[config.mk]
export PLATFORM = sky130hd
export DESIGN_NAME = modified_utf8_to_utf8
export DESIGN_NICKNAME = d
export VERILOG_FILES = /design/src/rtl/mutf8_pkg.sv /design/src/rtl/mutf8_front.sv /design/src/rtl/mutf8_queue.sv /design/src/rtl/mutf8_back.sv /design/src/rtl/modified_utf8_to_utf8.sv
export SDC_FILE = /design/constraint.sdc
export NUM_CORES = 1
export LEC_CHECK = 0
export ABC_AREA = 1
export BUFFER_PORTS_ARGS = -buffer_cell sky130_fd_sc_hd__buf_2
export CORE_MARGIN = 2
export CORE_UTILIZATION = 52
export DETAILED_ROUTE_END_ITERATION = 12
export PLACE_DENSITY = 0.7
export SETUP_SLACK_MARGIN = 0.1
export SLEW_MARGIN = 20
export SYNTH_ARGS = -nofsm -noshare
export SYNTH_HDL_FRONTEND = slang
export SYNTH_HIERARCHICAL = 1
export SYNTH_SLANG_ARGS = --single-unit
[constraint.sdc]
create_clock -name clk -period 5.3 [get_ports clk]
set_clock_uncertainty 0.05 [all_clocks]
set_input_delay 0.795 -clock clk [delete_from_list [all_inputs] [get_ports clk]]
set_output_delay 0.795 -clock clk [all_outputs]
set_load 0.01 [all_outputs]
[src/rtl/mutf8_pkg.sv]
// ----------------------------------------------------------------------------
// Modified UTF-8 to UTF-8 package
// Shared constants and the record that passes from the decoder front end to
// the byte emitter through the result queue.
// ----------------------------------------------------------------------------
package mutf8_pkg;

    localparam int PEND_DEPTH  = 5;
    localparam int MAX_OUT     = 4;
    localparam int QUEUE_DEPTH = 4;
    localparam int QPTR_W      = $clog2(QUEUE_DEPTH);
    localparam int QCNT_W      = $clog2(QUEUE_DEPTH + 1);

    localparam logic [7:0]  NUL_LEAD    = 8'hC0;
    localparam logic [7:0]  NUL_TRAIL   = 8'h80;
    localparam logic [7:0]  NUL_BYTE    = 8'h00;
    localparam logic [2:0]  TWO_TAG     = 3'b110;
    localparam logic [3:0]  THREE_TAG   = 4'b1110;
    localparam logic [1:0]  CONT_TAG    = 2'b10;
    localparam logic [3:0]  SUR_NIBBLE  = 4'hD;
    localparam logic [1:0]  HI_SUR_BITS = 2'b10;
    localparam logic [1:0]  LO_SUR_BITS = 2'b11;
    localparam logic [20:0] SUPP_BASE   = 21'h10000;
    localparam logic [4:0]  FOUR_MARK   = 5'b11110;

    typedef struct packed {
        logic [MAX_OUT-1:0][7:0] bytes;
        logic [2:0]              count;
        logic                    last;
        logic                    error;
    } mutf8_entry_t;

    function automatic logic is_cont(input logic [7:0] b);
        return b[7:6] == CONT_TAG;
    endfunction

endpackage

[src/rtl/mutf8_front.sv]
// ----------------------------------------------------------------------------
// Modified UTF-8 decoder front end
// Holds partial sequences, classifies each request and queues the bytes or
// the error that it produces.
// ----------------------------------------------------------------------------
module mutf8_front (
    input  logic                   clk,
    input  logic                   rst_n,
    input  logic                   in_valid,
    output logic                   in_ready,
    input  logic [7:0]             in_byte,
    input  logic                   in_last,
    output logic                   push,
    output mutf8_pkg::mutf8_entry_t entry,
    input  logic                   q_full
);
    import mutf8_pkg::*;

    logic [PEND_DEPTH-1:0][7:0] pend_reg;
    logic [PEND_DEPTH-1:0][7:0] pend_next;
    logic [2:0]                 pcnt_reg;
    logic [2:0]                 pcnt_next;
    logic                       disc_reg;
    logic                       disc_next;

    logic                       accept;
    logic [7:0]                 b0;
    logic                       is_two;
    logic                       is_three;
    logic                       emit;
    logic                       hold;
    logic                       err;
    logic [2:0]                 n;
    logic [MAX_OUT-1:0][7:0]    ob;
    logic [20:0]                cp;
    logic                       hi_sur;
    logic                       lo_sur;

    assign in_ready = !q_full;
    assign accept   = in_valid && in_ready;
    assign b0       = (pcnt_reg == 3'd0) ? in_byte : pend_reg[0];
    assign is_two   = b0[7:5] == TWO_TAG;
    assign is_three = b0[7:4] == THREE_TAG;
    assign hi_sur   = (pend_reg[0][3:0] == SUR_NIBBLE) && (pend_reg[1][5:4] == HI_SUR_BITS);
    assign lo_sur   = (pend_reg[3][3:0] == SUR_NIBBLE) && (pend_reg[4][5:4] == LO_SUR_BITS);
    assign cp       = SUPP_BASE + {1'b0, pend_reg[1][3:0], pend_reg[2][5:0],
                                   pend_reg[4][3:0], in_byte[5:0]};

    always_comb
    begin
        emit = 1'b0;
        hold = 1'b0;
        err  = 1'b0;
        n    = 3'd0;
        ob   = '0;
        unique case (pcnt_reg)
            3'd0:
            begin
                if (is_two || is_three)
                begin
                    hold = 1'b1;
                end
                else
                begin
                    emit  = 1'b1;
                    n     = 3'd1;
                    ob[0] = in_byte;
                end
            end
            3'd1:
            begin
                if (is_two)
                begin
                    emit = 1'b1;
                    if (pend_reg[0] == NUL_LEAD && in_byte == NUL_TRAIL)
                    begin
                        n     = 3'd1;
                        ob[0] = NUL_BYTE;
                    end
                    else
                    begin
                        n     = 3'd2;
                        ob[0] = pend_reg[0];
                        ob[1] = in_byte;
                    end
                end
                else
                begin
                    hold = 1'b1;
                end
            end
            3'd2:
            begin
                if (!is_cont(pend_reg[1]) || !is_cont(in_byte))
                begin
                    err = 1'b1;
                end
                else if (hi_sur)
                begin
                    hold = 1'b1;
                end
                else
                begin
                    emit  = 1'b1;
                    n     = 3'd3;
                    ob[0] = pend_reg[0];
                    ob[1] = pend_reg[1];
                    ob[2] = in_byte;
                end
            end
            3'd3:
            begin
                if (in_byte[7:4] != THREE_TAG)
                begin
                    err = 1'b1;
                end
                else
                begin
                    hold = 1'b1;
                end
            end
            3'd4:
            begin
                hold = 1'b1;
            end
            default:
            begin
                if (!is_cont(pend_reg[4]) || !is_cont(in_byte) || !lo_sur)
                begin
                    err = 1'b1;
                end
                else
                begin
                    emit  = 1'b1;
                    n     = 3'd4;
                    ob[0] = {FOUR_MARK, cp[20:18]};
                    ob[1] = {CONT_TAG, cp[17:12]};
                    ob[2] = {CONT_TAG, cp[11:6]};
                    ob[3] = {CONT_TAG, cp[5:0]};
                end
            end
        endcase
    end

    always_comb
    begin
        pend_next = pend_reg;
        pcnt_next = pcnt_reg;
        disc_next = disc_reg;
        push      = 1'b0;
        entry     = '0;
        if (accept)
        begin
            if (disc_reg)
            begin
                if (in_last)
                begin
                    disc_next = 1'b0;
                end
            end
            else
            begin
                pcnt_next = 3'd0;
                if (err || (hold && in_last && pcnt_reg > 3'd1))
                begin
                    push        = 1'b1;
                    entry.count = 3'd1;
                    entry.last  = 1'b1;
                    entry.error = 1'b1;
                    disc_next   = !in_last;
                end
                else if (hold && !in_last)
                begin
                    for (int k = 0; k < PEND_DEPTH; k++)
                    begin
                        if (pcnt_reg == 3'(k))
                        begin
                            pend_next[k] = in_byte;
                        end
                    end
                    pcnt_next = 3'(pcnt_reg + 3'd1);
                end
                else if (hold)
                begin
                    push       = 1'b1;
                    entry.last = 1'b1;
                    if (pcnt_reg == 3'd0)
                    begin
                        entry.count    = 3'd1;
                        entry.bytes[0] = in_byte;
                    end
                    else
                    begin
                        entry.count    = 3'd2;
                        entry.bytes[0] = pend_reg[0];
                        entry.bytes[1] = in_byte;
                    end
                end
                else
                begin
                    push        = emit;
                    entry.count = n;
                    entry.bytes = ob;
                    entry.last  = in_last;
                end
            end
        end
    end

    always_ff @(posedge clk or negedge rst_n)
    begin
        if (!rst_n)
        begin
            pcnt_reg <= '0;
            disc_reg <= 1'b0;
        end
        else
        begin
            pcnt_reg <= pcnt_next;
            disc_reg <= disc_next;
        end
    end

    always_ff @(posedge clk)
    begin
        pend_reg <= pend_next;
    end

    a_pcnt_range: assert property (@(posedge clk) disable iff (!rst_n)
        pcnt_reg <= 3'(PEND_DEPTH))
        else $error("Held byte count exceeds the hold depth.");

    a_disc_empty: assert property (@(posedge clk) disable iff (!rst_n)
        disc_reg |-> pcnt_reg == 3'd0)
        else $error("Bytes are held while the string is being dropped.");

endmodule

[src/rtl/mutf8_queue.sv]
// ----------------------------------------------------------------------------
// Modified UTF-8 result queue
// A short register queue of result records between the decoder front end
// and the byte emitter.
// ----------------------------------------------------------------------------
module mutf8_queue (
    input  logic                    clk,
    input  logic                    rst_n,
    input  logic                    push,
    input  mutf8_pkg::mutf8_entry_t wr_entry,
    output logic                    full,
    input  logic                    pop,
    output mutf8_pkg::mutf8_entry_t rd_entry,
    output logic                    empty
);
    import mutf8_pkg::*;

    mutf8_entry_t      mem_reg [QUEUE_DEPTH];
    logic [QPTR_W-1:0] wr_ptr_reg;
    logic [QPTR_W-1:0] wr_ptr_next;
    logic [QPTR_W-1:0] rd_ptr_reg;
    logic [QPTR_W-1:0] rd_ptr_next;
    logic [QCNT_W-1:0] cnt_reg;
    logic [QCNT_W-1:0] cnt_next;
    logic              do_push;
    logic              do_pop;

    assign full     = cnt_reg == QCNT_W'(QUEUE_DEPTH);
    assign empty    = cnt_reg == '0;
    assign do_push  = push && !full;
    assign do_pop   = pop && !empty;
    assign rd_entry = mem_reg[rd_ptr_reg];

    always_comb
    begin
        wr_ptr_next = wr_ptr_reg;
        rd_ptr_next = rd_ptr_reg;
        cnt_next    = cnt_reg;
        if (do_push)
        begin
            wr_ptr_next = (wr_ptr_reg == QPTR_W'(QUEUE_DEPTH - 1)) ? '0
                        : QPTR_W'(wr_ptr_reg + 1'b1);
        end
        if (do_pop)
        begin
            rd_ptr_next = (rd_ptr_reg == QPTR_W'(QUEUE_DEPTH - 1)) ? '0
                        : QPTR_W'(rd_ptr_reg + 1'b1);
        end
        if (do_push && !do_pop)
        begin
            cnt_next = QCNT_W'(cnt_reg + 1'b1);
        end
        else if (do_pop && !do_push)
        begin
            cnt_next = QCNT_W'(cnt_reg - 1'b1);
        end
    end

    always_ff @(posedge clk or negedge rst_n)
    begin
        if (!rst_n)
        begin
            wr_ptr_reg <= '0;
            rd_ptr_reg <= '0;
            cnt_reg    <= '0;
        end
        else
        begin
            wr_ptr_reg <= wr_ptr_next;
            rd_ptr_reg <= rd_ptr_next;
            cnt_reg    <= cnt_next;
        end
    end

    always_ff @(posedge clk)
    begin
        if (do_push)
        begin
            mem_reg[wr_ptr_reg] <= wr_entry;
        end
    end

    a_no_overflow: assert property (@(posedge clk) disable iff (!rst_n)
        full |-> !push)
        else $error("Result record pushed into a full queue.");

    a_no_underflow: assert property (@(posedge clk) disable iff (!rst_n)
        empty |-> !pop)
        else $error("Result record popped from an empty queue.");

endmodule

[src/rtl/mutf8_back.sv]
// ----------------------------------------------------------------------------
// Modified UTF-8 byte emitter
// Walks the record at the head of the queue and places one result byte per
// cycle into the output register while the output is not stalled.
// ----------------------------------------------------------------------------
module mutf8_back (
    input  logic                    clk,
    input  logic                    rst_n,
    input  mutf8_pkg::mutf8_entry_t head,
    input  logic                    q_empty,
    output logic                    pop,
    output logic                    out_valid,
    input  logic                    out_ready,
    output logic [7:0]              out_byte,
    output logic                    out_last,
    output logic                    out_error
);
    import mutf8_pkg::*;

    localparam int IDX_W = $clog2(MAX_OUT);

    logic [IDX_W-1:0] idx_reg;
    logic [IDX_W-1:0] idx_next;
    logic             valid_reg;
    logic             valid_next;
    logic [7:0]       byte_reg;
    logic [7:0]       byte_next;
    logic             last_reg;
    logic             last_next;
    logic             error_reg;
    logic             error_next;
    logic             advance;
    logic             final_byte;

    assign advance    = !valid_reg || out_ready;
    assign final_byte = 3'(idx_reg) == 3'(head.count - 3'd1);

    always_comb
    begin
        idx_next   = idx_reg;
        valid_next = valid_reg;
        byte_next  = byte_reg;
        last_next  = last_reg;
        error_next = error_reg;
        pop        = 1'b0;
        if (advance)
        begin
            valid_next = !q_empty;
            if (!q_empty)
            begin
                byte_next  = head.bytes[idx_reg];
                last_next  = head.last && final_byte;
                error_next = head.error;
                if (final_byte)
                begin
                    pop      = 1'b1;
                    idx_next = '0;
                end
                else
                begin
                    idx_next = IDX_W'(idx_reg + 1'b1);
                end
            end
        end
    end

    always_ff @(posedge clk or negedge rst_n)
    begin
        if (!rst_n)
        begin
            idx_reg   <= '0;
            valid_reg <= 1'b0;
        end
        else
        begin
            idx_reg   <= idx_next;
            valid_reg <= valid_next;
        end
    end

    always_ff @(posedge clk)
    begin
        byte_reg  <= byte_next;
        last_reg  <= last_next;
        error_reg <= error_next;
    end

    assign out_valid = valid_reg;
    assign out_byte  = byte_reg;
    assign out_last  = last_reg;
    assign out_error = error_reg;

    a_error_shape: assert property (@(posedge clk) disable iff (!rst_n)
        valid_reg && error_reg |-> last_reg && byte_reg == NUL_BYTE)
        else $error("Error result is not a single closing zero byte.");

    a_idx_idle: assert property (@(posedge clk) disable iff (!rst_n)
        q_empty |-> idx_reg == '0)
        else $error("Byte index is not at the start while the queue is empty.");

endmodule

[src/rtl/modified_utf8_to_utf8.sv]
// ----------------------------------------------------------------------------
// Modified UTF-8 to UTF-8 converter
// Converts a byte stream of modified UTF-8 strings to standard UTF-8.
//
//   Channel  Handshake            Payload
//   in       in_valid / in_ready  in_byte, in_last
//   out      out_valid/ out_ready out_byte, out_last, out_error
//
// One input request is taken per cycle while the result queue has room.
// The emitter gives one output byte per cycle while the output is not stalled,
// so a request that closes a surrogate pair yields four output bytes.
// The first output byte of a request passes through the result queue and then
// the output register after the request is accepted.
// Reset clears the held sequence, the drop flag, the queue and the output.
// A stalled output fills the four-record queue before the input stalls.
// ----------------------------------------------------------------------------
module modified_utf8_to_utf8 (
    input  logic       clk,
    input  logic       rst_n,
    input  logic       in_valid,
    output logic       in_ready,
    input  logic [7:0] in_byte,
    input  logic       in_last,
    output logic       out_valid,
    input  logic       out_ready,
    output logic [7:0] out_byte,
    output logic       out_last,
    output logic       out_error
);
    import mutf8_pkg::*;

    mutf8_entry_t wr_entry;
    mutf8_entry_t head;
    logic         push;
    logic         pop;
    logic         q_full;
    logic         q_empty;

    mutf8_front u_front (
        .clk      (clk),
        .rst_n    (rst_n),
        .in_valid (in_valid),
        .in_ready (in_ready),
        .in_byte  (in_byte),
        .in_last  (in_last),
        .push     (push),
        .entry    (wr_entry),
        .q_full   (q_full)
    );

    mutf8_queue u_queue (
        .clk      (clk),
        .rst_n    (rst_n),
        .push     (push),
        .wr_entry (wr_entry),
        .full     (q_full),
        .pop      (pop),
        .rd_entry (head),
        .empty    (q_empty)
    );

    mutf8_back u_back (
        .clk       (clk),
        .rst_n     (rst_n),
        .head      (head),
        .q_empty   (q_empty),
        .pop       (pop),
        .out_valid (out_valid),
        .out_ready (out_ready),
        .out_byte  (out_byte),
        .out_last  (out_last),
        .out_error (out_error)
    );

endmodule

Word-level counts from Yosys, hierarchy flattened
Memories as Yosys holds them, arrays and structs flattened.
Index checks and enable logic that the tools add are counted.
{"block": "totals", "ff_bits": 58, "ramBits": 148, "inputBits": 13, "out_inout_bits": 12, "elab_cells": 161, "memories": 1}
{"block": "classes", "addsub": 8, "magnitude_cmp": 2, "eq_ne": 20, "n_mux": 67, "n_bitwise": 3, "reduce_logical": 44}
{"memory": "u_queue.mem_reg", "words": 4, "width": 37, "rd": 1, "rd_clocked_by_memory_dff": 0, "write_ports": 1, "line": "mutf8_queue.sv:18", "text": "mutf8_entry_t mem_reg [QUEUE_DEPTH];"}
{"cell": "two-way mux 37 bit", "n": 2}
{"cell": "two-way mux 32 bit", "n": 2}
{"cell": "two-way mux 8 bit", "n": 7}
{"cell": "two-way mux 24 bit", "n": 2}
{"cell": "two-way mux 36 bit", "n": 1}
{"cell": "two-way mux 16 bit", "n": 2}
{"cell": "one-hot mux 8 bit (4 select lines)", "n": 1}
{"cell": "two-way mux 1 bit", "n": 28}
{"cell": "AND reduction 5 bit", "n": 5}
{"cell": "one-hot mux 8 bit (3 select lines)", "n": 1}
{"cell": "adder 17 x 20 -> 21 bit (first input constant)", "n": 1}
{"cell": "two-way mux 3 bit", "n": 7}
{"cell": "two-way mux 20 bit", "n": 1}
{"cell": "binary-select mux 8 bit (select 2 bit)", "n": 1}
{"cell": "== test 8 bit (second input constant)", "n": 2}
{"cell": "one-hot mux 8 bit (2 select lines)", "n": 1}
{"cell": "== test 2 bit (second input constant)", "n": 7}
{"cell": "== test 4 bit (second input constant)", "n": 3}
{"cell": "logical AND 1 bit", "n": 12}
{"cell": "one-hot mux 3 bit (4 select lines)", "n": 1}
{"cell": "two-way mux 11 bit", "n": 1}
{"cell": "zero test 1 bit", "n": 10}
{"cell": "two-way mux 2 bit", "n": 5}
{"cell": "== test 3 bit (second input constant)", "n": 3}
{"cell": "other kinds (23)", "n": 38}

Depth between registers and ports, before layout
Gate-level depths: netlist (run 1).
{"block": "depth", "depth_word": 17, "depth_mapped": 24, "mapped_depth_nobuf": 23}

Cells and area by module
Netlist (run 1), hierarchy kept.
{"mod": "mutf8_queue", "n_inst": 1, "cells_per_inst": 492, "area_each_um2": 6389.9, "seq_area_each_um2": 4619.4}
{"mod": "mutf8_front", "n_inst": 1, "cells_per_inst": 403, "area_each_um2": 2989.1, "seq_area_each_um2": 1121.1}
{"mod": "mutf8_back", "n_inst": 1, "cells_per_inst": 93, "area_each_um2": 777.0, "seq_area_each_um2": 375.4}

Worst setup path before layout (run 1)
Ideal clock, no wire load.
{"block": "synth_timing", "path_kind": "register to register", "startpoint": "register u_front.pcnt_reg[0]", "endpoint": "memory u_queue/mem_reg[0][0] (netlist name) (enable)", "setup_time_ns": 0.431, "arrival_ns": 3.795, "required_ns": 4.819, "slack_ns": 1.023, "stages_incl_launch_ff": 17, "n_path_buf": 2, "period_less_slack_ns": 4.277, "cell_sequence": "dfrtp_1 inv_1 ha_1 buf_2 nand2_4 buf_8 nand2_1 nand2_1 nor2_2 nand3_2 nand3_4 nand3_4 nand2_2 nand2_1 o21ai_1 nand2_1 nor2_1"}
{"block": "synth_via", "elab_chain_len": 15, "word_cells_on_any_way": 31, "cone_classes": "order compare: 1; eq/ne: 6; mux: 15; reduce/logical: 9"}
{"item": "from (decl)", "line": "mutf8_front.sv:21", "text": "logic [2:0] pcnt_reg;"}
{"item": "from (signal assigned)", "line": "mutf8_front.sv:219", "text": "pcnt_reg <= pcnt_next;"}
{"item": "zero test 3 bit", "line": "mutf8_front.sv:41, mutf8_front.sv:56"}
{"item": "two-way mux 8 bit"}
{"item": "== test 4 bit or == test 3 bit (tied branches)", "line": "mutf8_front.sv:43, mutf8_front.sv:42"}
{"item": "logical OR 1 bit", "line": "mutf8_front.sv:59", "text": "if (is_two || is_three)"}
{"item": "two-way mux 1 bit", "line": "mutf8_front.sv:59"}
{"item": "one-hot mux 1 bit (5 select lines)", "line": "mutf8_front.sv:56", "text": "unique case (pcnt_reg)"}
{"item": "logical AND 1 bit (2 in a row)", "line": "mutf8_front.sv:164", "text": "if (err || (hold && in_last && pcnt_reg > 3'd1))"}
{"item": "logical OR 1 bit", "line": "mutf8_front.sv:164"}
{"item": "two-way mux 1 bit *", "line": "mutf8_front.sv:164"}
{"item": "two-way mux 1 bit *", "line": "mutf8_front.sv:154", "text": "if (disc_reg)"}
{"item": "two-way mux 1 bit *", "line": "mutf8_front.sv:152", "text": "if (accept)"}
{"item": "via push", "line": "modified_utf8_to_utf8.sv:34", "text": "logic push;"}
{"item": "logical AND 1 bit *", "line": "mutf8_queue.sv:30", "text": "assign do_push = push && !full;"}
{"item": "two-way mux 1 bit *", "line": "mutf8_queue.sv:77", "text": "if (do_push)"}
{"item": "two-way mux 1 bit (not written as such) *", "line": "mutf8_queue.sv:79", "text": "mem_reg[wr_ptr_reg] <= wr_entry;"}
{"item": "to (decl)", "line": "mutf8_queue.sv:18"}
Mark *: on every way through the listed nets, which the timed path passes. The rest lies on a longest branch.

Worst setup path after layout (run 1)
{"block": "layout_timing", "startpoint": "register u_front.pcnt_reg[0]", "endpoint": "memory u_queue/mem_reg[1][7] (netlist name) (enable)"}
Same word-level chain as after synthesis.

==> results.json, run 1 <==
{
  "status": "complete, no violations",
  "antenna_cells": 0,
  "cts_tree": "yes",
  "hpwl_mm": 14.98,
  "num_rows": 51,
  "overflow": 0,
  "clkTransAtPathRegs_ps": 60,
  "cts_resized": 0,
  "reg2reg_from": "u_front/pcnt_reg[0]",
  "ir_drop_mv": 0.2780,
  "numCtsBuffers": 22,
  "layout_common_cells": "nand2_1, edfxtp_1, inv_1",
  "syn_inst": 988,
  "finalSetupViolCount": 0,
  "finalCritPeriodShare_pct": 80.75,
  "drt_iter0_markers": 581,
  "hold_path_class": "in2async",
  "synth_top_cell_area_share_pct": 56.77,
  "synth_top_cell_by_area": "edfxtp_1",
  "drive_gt1_share_pct": 13.96,
  "track_usage_pct": 22.05,
  "fin_util_pct": 57.45,
  "p_leak_uw": 0.004548,
  "yosysSeqAreaShare_pct": 60.22,
  "syn_to_final_growth_pct": 9.363,
  "crit_path_end_kind": "flip-flop",
  "ys_warn_count": 6,
  "die-area_sq_um": 20660,
  "cts_hold_buf": 0,
  "regToRegEndpoint": "u_queue/mem_reg[1][7]",
  "via_per_inst": 5.320,
  "dr_total_vias": 6858,
  "final_cell_area_sq_um": 11110,
  "max_freq_mhz": 233.7,
  "clockBufferDepth": 3,
  "fill_cells": 1611,
  "critical_path_arrival_ps": 4440,
  "synth_area_per_cell_sq_um": 10.28,
  "die_w_um": 143.8,
  "gp_congestion": 0.9436,
  "worst-r2r-setup-slack_ps": 1020,
  "cts_sinks": 206,
  "setup_tns_ps": 0,
  "cellPowerDensity_nw_per_um2": 552.4,
  "ys_types": 40,
  "crit_type": "reg2reg",
  "slew_headroom_pct": 26.01,
  "rsz0062_at_grt": "false",
  "largest_reg_flops": 148,
  "synth-async-reset-ratio_pct": 6.796,
  "htree_levels": 1,
  "synth_area_leaders": "edfxtp_1, nand2_1, inv_1",
  "grt_start_max_net_pins": 79,
  "coreArea_sq_um": 19330,
  "tightestPinTransition_ps": 1110,
  "min_period_ps": 4280,
  "cp.required_ps": 5460,
  "grt_antenna_before_repair": 0,
  "instances_no_fill": 1289,
  "ant_nets": 0,
  "io_pins": 25,
  "dp_cells": 1250,
  "maxCapViolations": 0,
  "wl_mm": 22.07,
  "root_buffer": "clkbuf_16",
  "final_common_cell": "nand2_1",
  "grt_pass1_wl_mm": 34.86,
  "start_util_pct": 52.53,
  "cts_setup_buffers": 0,
  "drv_slew": 0,
  "grt_pass1_vias": 6364,
  "startpoint_type": "flip-flop",
  "synth_edf_count": 192,
  "clk_latency_ps": 510,
  "placed_cell_area_sq_um": 10420,
  "syn_area_sq_um": 10160,
  "ys_ff_latch": 206,
  "ys.flop_type": "edfxtp_1",
  "crit_fanout": 23,
  "worstRegToRegCells": 13,
  "final_nets": 1036,
  "firstDrtPassIters": 6,
  "port_buffers": 24,
  "routedWlPerCell_um": 17.12,
  "drc": 0,
  "die_h_um": 143.8,
  "hold_violations": 0
}
==> critical path, cell delays in order, from the launching register on <==
cell     delay, ps
dfrtp_1        440
inv_1          160
ha_1           420
nand2_4        190
inv_2          280
nand3_2        180
nand3_4        250
nand3_4        210
nand2_2        180
nand2_1        110
o21ai_1        180
nand2_1        320
nor2_4         690
buf_4          310
==> layout make-up <==
class	count	area (sq um)	area share (%)
flip-flops and latches	206	6120	55.10
multi-input cells	584	3161	28.46
inverters	158	595.6	5.362
clock buffers	27	579.3	5.216
well taps	265	331.6	2.985
repair buffers	37	217.7	1.960
clock inverters	12	102.6	0.9237
==> report_power, final <==
part	internal, uW	total, uW	switching, uW
sequential	2280	2500	221
clock	829	1430	600
combinational	665	2210	1540
total	3770	6140	2360
==> layer usage <==
metal,vias to the layer above,global-route usage [%],wire length [um]
met2,211,36.22,10490
li1,3363,-,-
met5,-,0,0
met3,42,2.932,1268
met4,0,5.728,484
met1,3242,31.25,9829
==> Yosys cell counts, drive strengths merged, types with 3 or more instances <==
cell	instances
a21oi	18
a31oi	3
buf	33
clkbuf	8
dfrtp	14
edfxtp	192
ha	13
inv	158
nand2	261
nand3	60
nand4	20
nor2	77
nor3	5
o211ai	75
o21ai	29
o22ai	9
or2	5
==> worst max path at each step <==
stage,start,endpoint,cells past startpoint
2_1_floorplan,u_front/pcnt_reg[0],u_queue/mem_reg[0][0],16
3_3_place_gp,u_front/pcnt_reg[0],u_queue/mem_reg[1][14],13
3_5_place_dp,u_front/pcnt_reg[0],u_queue/mem_reg[1][17],13
4_1_cts,u_front/pcnt_reg[0],u_queue/mem_reg[1][7],13
5_1_grt,u_front/pcnt_reg[0],u_queue/mem_reg[1][7],13
6_report,u_front/pcnt_reg[0],u_queue/mem_reg[1][7],13
==> metrics by stage <==
step / power, uW / setup slack [ps] / hold WS [ps]
after floorplan: 4218 / 1023 / 412.8
after global placement: 4696 / 1205 / 432.3
after detailed placement: 4742 / 1058 / 447.7
after CTS: 6176 / 1043 / 139.4
after global routing: 6542 / 731.2 / 159.2
final: 6135 / 1020 / 142.8
==> cell families (layout without fill, tap and decap cells) <==
kind of cell	count (synthesis)	in the layout	share of synthesized area, %
and+or+nand+nor	429	429	19.11
xor gates and xnor gates	4	4	0.3450
AOI/OAI and AO/OA	134	134	9.351
muxes	1	1	0.09856
adders and majority gates	14	14	1.799
buffers and inverters	199	234	9.043
DFF	206	206	60.22
other	1	2	0.03692
Note: power is estimated with default switching activity, not from simulation.
==> run 2, diff against run 1 <==
--- a/config.mk
+++ b/config.mk
@@ -10,7 +10,7 @@
 export CORE_MARGIN = 2
 export CORE_UTILIZATION = 52
 export DETAILED_ROUTE_END_ITERATION = 12
-export PLACE_DENSITY = 0.7
+export PLACE_DENSITY = 0.73
 export SETUP_SLACK_MARGIN = 0.1
 export SLEW_MARGIN = 20
 export SYNTH_ARGS = -nofsm -noshare
==> constraint.sdc (replaced) <==
create_clock -name clk -period 3.45 [get_ports clk]
set_clock_uncertainty 0.05 [all_clocks]
set_input_delay 0.5175 -clock clk [delete_from_list [all_inputs] [get_ports clk]]
set_output_delay 0.5175 -clock clk [all_outputs]
set_load 0.01 [all_outputs]
==> results.json, run 2 (synthesis gave the netlist of run 1 again) <==
{
  "status": "complete, no violations",
  "drv_slew": 0,
  "overflow": 0,
  "hold_path_class": "in2reg",
  "cp.required_ps": 3780,
  "grt_start_max_net_pins": 64,
  "clk_latency_ps": 500,
  "final_cell_area_sq_um": 11310,
  "timing.final.ws_setup_ps": 358.2,
  "cts_tree": "yes",
  "multi_input_area_sq_um": 3187,
  "slew_headroom_pct": 51.24,
  "instances_no_fill": 1308,
  "start_util_pct": 52.53,
  "fin_util_pct": 58.50,
  "place_ws_ps": 97.85,
  "die_h_um": 143.8,
  "cts_sinks": 206,
  "drt_iter0_markers": 622,
  "finalCritPeriodShare_pct": 89.62,
  "clockBufferDepth": 3,
  "setup_tns_ps": 0,
  "drive_gt1_share_pct": 16.40,
  "track_usage_pct": 21.14,
  "ir_drop_mv": 0.4445,
  "max_freq_mhz": 323.4,
  "antenna_cells": 0,
  "ant_nets": 0,
  "syn_to_final_growth_pct": 11.37,
  "cellPowerDensity_nw_per_um2": 839.8,
  "layout_common_cells": "nand2_1, edfxtp_1, inv_1",
  "final_nets": 1055,
  "routedWlPerCell_um": 16.16,
  "numCtsBuffers": 21,
  "p_leak_uw": 0.004617,
  "firstDrtPassIters": 5,
  "crit_type": "reg2reg",
  "fill_cells": 1573,
  "grt_antenna_before_repair": 0,
  "use_met3_pct": 2.999,
  "grt_pass1_wl_mm": 33.49,
  "die_w_um": 143.8,
  "gr-usage-met1_pct": 29.47,
  "grt_pass1_vias": 6311,
  "clkTransAtPathRegs_ps": 60,
  "maxCapViolations": 0,
  "port_buffers": 24,
  "largest_reg_flops": 148,
  "finalSetupViolCount": 0,
  "hpwl_mm": 14.42,
  "final_common_cell": "nand2_1",
  "dr_total_vias": 6916,
  "grtUsageMet2_pct": 35.14,
  "min_period_ps": 3092,
  "htree_levels": 1,
  "dp_cells": 1264,
  "root_buffer": "clkbuf_16",
  "tightestPinTransition_ps": 725.8,
  "seqCellArea_sq_um": 6122,
  "crit_path_end_kind": "flip-flop",
  "io_pins": 25,
  "rsz0062_at_grt": "false",
  "crit_fanout": 11,
  "wl_mm": 21.14,
  "gr-max-usage-layer": "met2",
  "placed_cell_area_sq_um": 10580,
  "startpoint_type": "flip-flop",
  "hold_violations": 0,
  "gp_congestion": 0.8987,
  "coreArea_sq_um": 19330,
  "num_rows": 51,
  "die-area_sq_um": 20660,
  "drc": 0,
  "critical_path_arrival_ps": 3430,
  "via_per_inst": 5.287
}
run 2: cell type report:
cell class	count	area share (%)
timing repair buffer	57	3.717
sequential	206	54.13
multi-input combinational	584	28.17
clock buffer	22	4.679
inverter	158	5.321
clock inverter	16	1.051
tap	265	2.931
run 2: report_power, final:
part	internal [uW]	total, uW	switching, uW	leakage [uW]
sequential	3500	3690	195	0.00196
combinational	1180	3700	2520	0.00235
clock	1200	2110	913	0.000303
run 2: repair_timing:
| action | 4_1_cts | 5_1_grt |
|---|---|---|
| setup endpoints to repair | 1 | 150 |
| hold buffers | 1 | 0 |
| buffers inserted | 0 | 5 |
| resized for setup | 1 | 12 |
| endpoints found under the hold margin | 14 | 0 |
run 2: critical path, stage by stage (launching register included):
cell and delay, ps:
dfrtp_2 440, inv_2 120, ha_4 190, nand2_4 130, nand2_1 100, nand2_2 90
nand2_1 100, nand3_2 130, nand3_4 140, nand3_4 70, nand2_2 140, nand2_1 110
o21ai_2 120, nand2_1 100, inv_1 70, ha_1 150, inv_1 60, fa_1 380
inv_1 60, nand2_1 60, nand4_1 90, nand2_1 60
run 2: metal layers:
metal,share of wire (%),up-vias
met5,0,-
li1,-,3407
met3,5.5,44
met2,48,219
met4,2.4,0
met1,44,3246
run 2: through the flow:
stage               total power (uW)  hold WS, ps
floorplan                       6481        171.9
global placement                7287        403.0
detailed placement              7389        404.5
CTS                             9505        264.7
global route                   10150        277.7
finish                          9498        288.2
run 2: path summary, 6_finish.rpt:
kind | startpoint | endpoint | slack (ps) | cells after the start
worst min register to register | u_queue/cnt_reg[2] | u_queue/cnt_reg[2] | 450 | 2
worst max register to register | u_front/pcnt_reg[1] | u_queue/cnt_reg[2] | 360 | 21
max in group asynchronous | rst_n | u_queue/rd_ptr_reg[0] | 2650 | 2
worst min-delay path | in_byte[6] | u_front/pend_reg[14] | 290 | 1
min in group asynchronous | rst_n | u_queue/rd_ptr_reg[0] | 410 | 2
worst max-delay path | u_front/pcnt_reg[1] | u_queue/cnt_reg[2] | 360 | 21
==> run 3, diff against run 2 <==
--- a/config.mk
+++ b/config.mk
@@ -8,9 +8,9 @@
 export ABC_AREA = 1
 export BUFFER_PORTS_ARGS = -buffer_cell sky130_fd_sc_hd__buf_2
 export CORE_MARGIN = 2
-export CORE_UTILIZATION = 52
+export CORE_UTILIZATION = 40
 export DETAILED_ROUTE_END_ITERATION = 12
-export PLACE_DENSITY = 0.73
+export PLACE_DENSITY = 0.59
 export SETUP_SLACK_MARGIN = 0.1
 export SLEW_MARGIN = 20
 export SYNTH_ARGS = -nofsm -noshare
==> results.json, run 3 (synthesis gave the netlist of run 1 again) <==
{
  "status": "complete, no violations",
  "ir_drop_mv": 0.5413,
  "die-area_sq_um": 26680,
  "hold_violations": 0,
  "report.power.total_uw": 9726,
  "crit_path_end_kind": "flip-flop",
  "worst-r2r-setup-slack_ps": 360,
  "overflow": 0,
  "finalSetupViolCount": 0,
  "num_rows": 58,
  "critical_path_arrival_ps": 3420,
  "cp.required_ps": 3780,
  "grt_start_max_net_pins": 89,
  "port_buffers": 24,
  "final_nets": 1059,
  "min_period_ps": 3090,
  "antenna_cells": 0,
  "p_int_uw": 5988,
  "final_common_cell": "nand2_1",
  "multi_input_area_sq_um": 3183,
  "drive_gt1_share_pct": 16.70,
  "maxCapViolations": 0,
  "coreArea_sq_um": 25040,
  "grt_antenna_before_repair": 0,
  "syn_to_final_growth_pct": 12.94,
  "numCtsBuffers": 23,
  "crit_type": "reg2reg",
  "startpoint": "u_front/pcnt_reg[1]",
  "ant_nets": 0,
  "regToRegEndpoint": "u_queue/cnt_reg[1]",
  "firstDrtPassIters": 5,
  "start_util_pct": 40.56,
  "crit_fanout": 11,
  "cts_tree": "yes",
  "dr_total_vias": 6859,
  "p_leak_uw": 0.004677,
  "drt_iter0_markers": 484,
  "rsz0062_at_grt": "true",
  "clk_latency_ps": 520,
  "grt_pass1_wl_mm": 36.09,
  "hold_path_class": "in2reg",
  "worstRegToRegCells": 18,
  "htree_levels": 1,
  "die_h_um": 163.3,
  "drv_slew": 0,
  "grt_pass1_vias": 6586,
  "wl_mm": 22.88,
  "seqCellArea_sq_um": 6122,
  "track_usage_pct": 17.45,
  "clockBufferDepth": 3,
  "cts_sinks": 206,
  "final_cell_area_sq_um": 11470,
  "via_per_inst": 4.978,
  "cellPowerDensity_nw_per_um2": 848.0,
  "routedWlPerCell_um": 16.60,
  "dp_cells": 1330,
  "layout_common_cells": "nand2_1, edfxtp_1, inv_1",
  "clkTransAtPathRegs_ps": 60,
  "fill_cells": 2328,
  "crit_end": "u_queue/cnt_reg[1]",
  "io_pins": 25,
  "placed_cell_area_sq_um": 10660,
  "slew_headroom_pct": 42.94,
  "die_w_um": 163.3,
  "tightestPinTransition_ps": 855.9,
  "instances_no_fill": 1378,
  "clkPwrFrac_pct": 23.7,
  "root_buffer": "clkbuf_16",
  "p_seq_share_pct": 38.4,
  "hpwl_mm": 15.15,
  "largest_reg_flops": 148,
  "startpoint_type": "flip-flop",
  "comb_power_share_pct": 37.9,
  "reg2reg_from": "u_front/pcnt_reg[1]",
  "switching_share_pct": 38.44,
  "finalCritPeriodShare_pct": 89.57,
  "gp_congestion": 0.8703,
  "max_freq_mhz": 323.6,
  "power.switching_uw": 3739,
  "drc": 0
}
run 3: worst max-delay path, stage by stage, from the launching register on:
cell and delay (ps):
dfrtp_2 440, inv_2 120, ha_4 200, nand2_4 130
nand2_1 100, nand2_2 80, nand2_1 110, nand2_1 180
nand2_1 130, nand3_1 90, nor3_1 230, o21ai_2 110
nand2_1 90, inv_1 50, ha_1 200, inv_1 90
fa_1 410, nand2_1 70, o21ai_0 80
run 3: stage by stage:
stage	worst slack [ps]	setup TNS, ps	utilization (%)	hold WS (ps)
2_1_floorplan	-262.0	-38770	-	171.9
3_3_place_gp	110.8	0	42.59	408.9
3_5_place_dp	49.23	0	42.59	408.6
4_1_cts	150.5	0	45.46	252.3
5_1_grt	101.0	0	45.81	280.5
6_report	359.7	0	45.81	265.5
run 3: how the worst min path moves through the flow:
| stage | startpoint | to | slack [ps] | cells after the start |
|---|---|---|---|---|
| 2_1_floorplan | rst_n | u_back/idx_reg[0] | 170 | 0 |
| 3_3_place_gp | rst_n | u_queue/cnt_reg[0] | 410 | 1 |
| 3_5_place_dp | rst_n | u_queue/cnt_reg[0] | 410 | 1 |
| 4_1_cts | out_ready | u_back/out_valid | 250 | 4 |
| 5_1_grt | out_ready | u_back/out_valid | 280 | 4 |
| 6_report | out_ready | u_back/out_valid | 270 | 4 |
run 3: timing repair:
action | in CTS | in global routing
pin swaps | 0 | 1
setup buffers | 0 | 6
gates resized for setup | 1 | 11
hold buffers | 1 | 0
setup endpoints to repair | 14 | 146
hold endpoints to repair | 14 | 0
run 3: power groups by stage:
stage | clock network [uW] | logic (uW) | registers, uW
2_1_floorplan | 0 | 2750 | 3730
5_1_grt | 2440 | 4170 | 3800
3_3_place_gp | 0 | 3600 | 3780
3_5_place_dp | 0 | 3640 | 3790
4_1_cts | 2350 | 3650 | 3740
6_report | 2300 | 3690 | 3740
run 3: area by class of cell:
type,instances,area share (%)
clock buffer,24,5.051
clock inverter,17,1.102
inverter,158,5.214
multi-input combinational,584,27.75
sequential,206,53.38
tap,330,3.600
timing repair buffer,59,3.905
run 3: layer usage:
metal  vias up  wire (um)  GRT usage (%)
li1       3423          -              -
met1      3257      10770          24.88
met2       147      10660          28.56
met3        32       1022          2.235
met4         0        433          3.942
met5         -          0              0
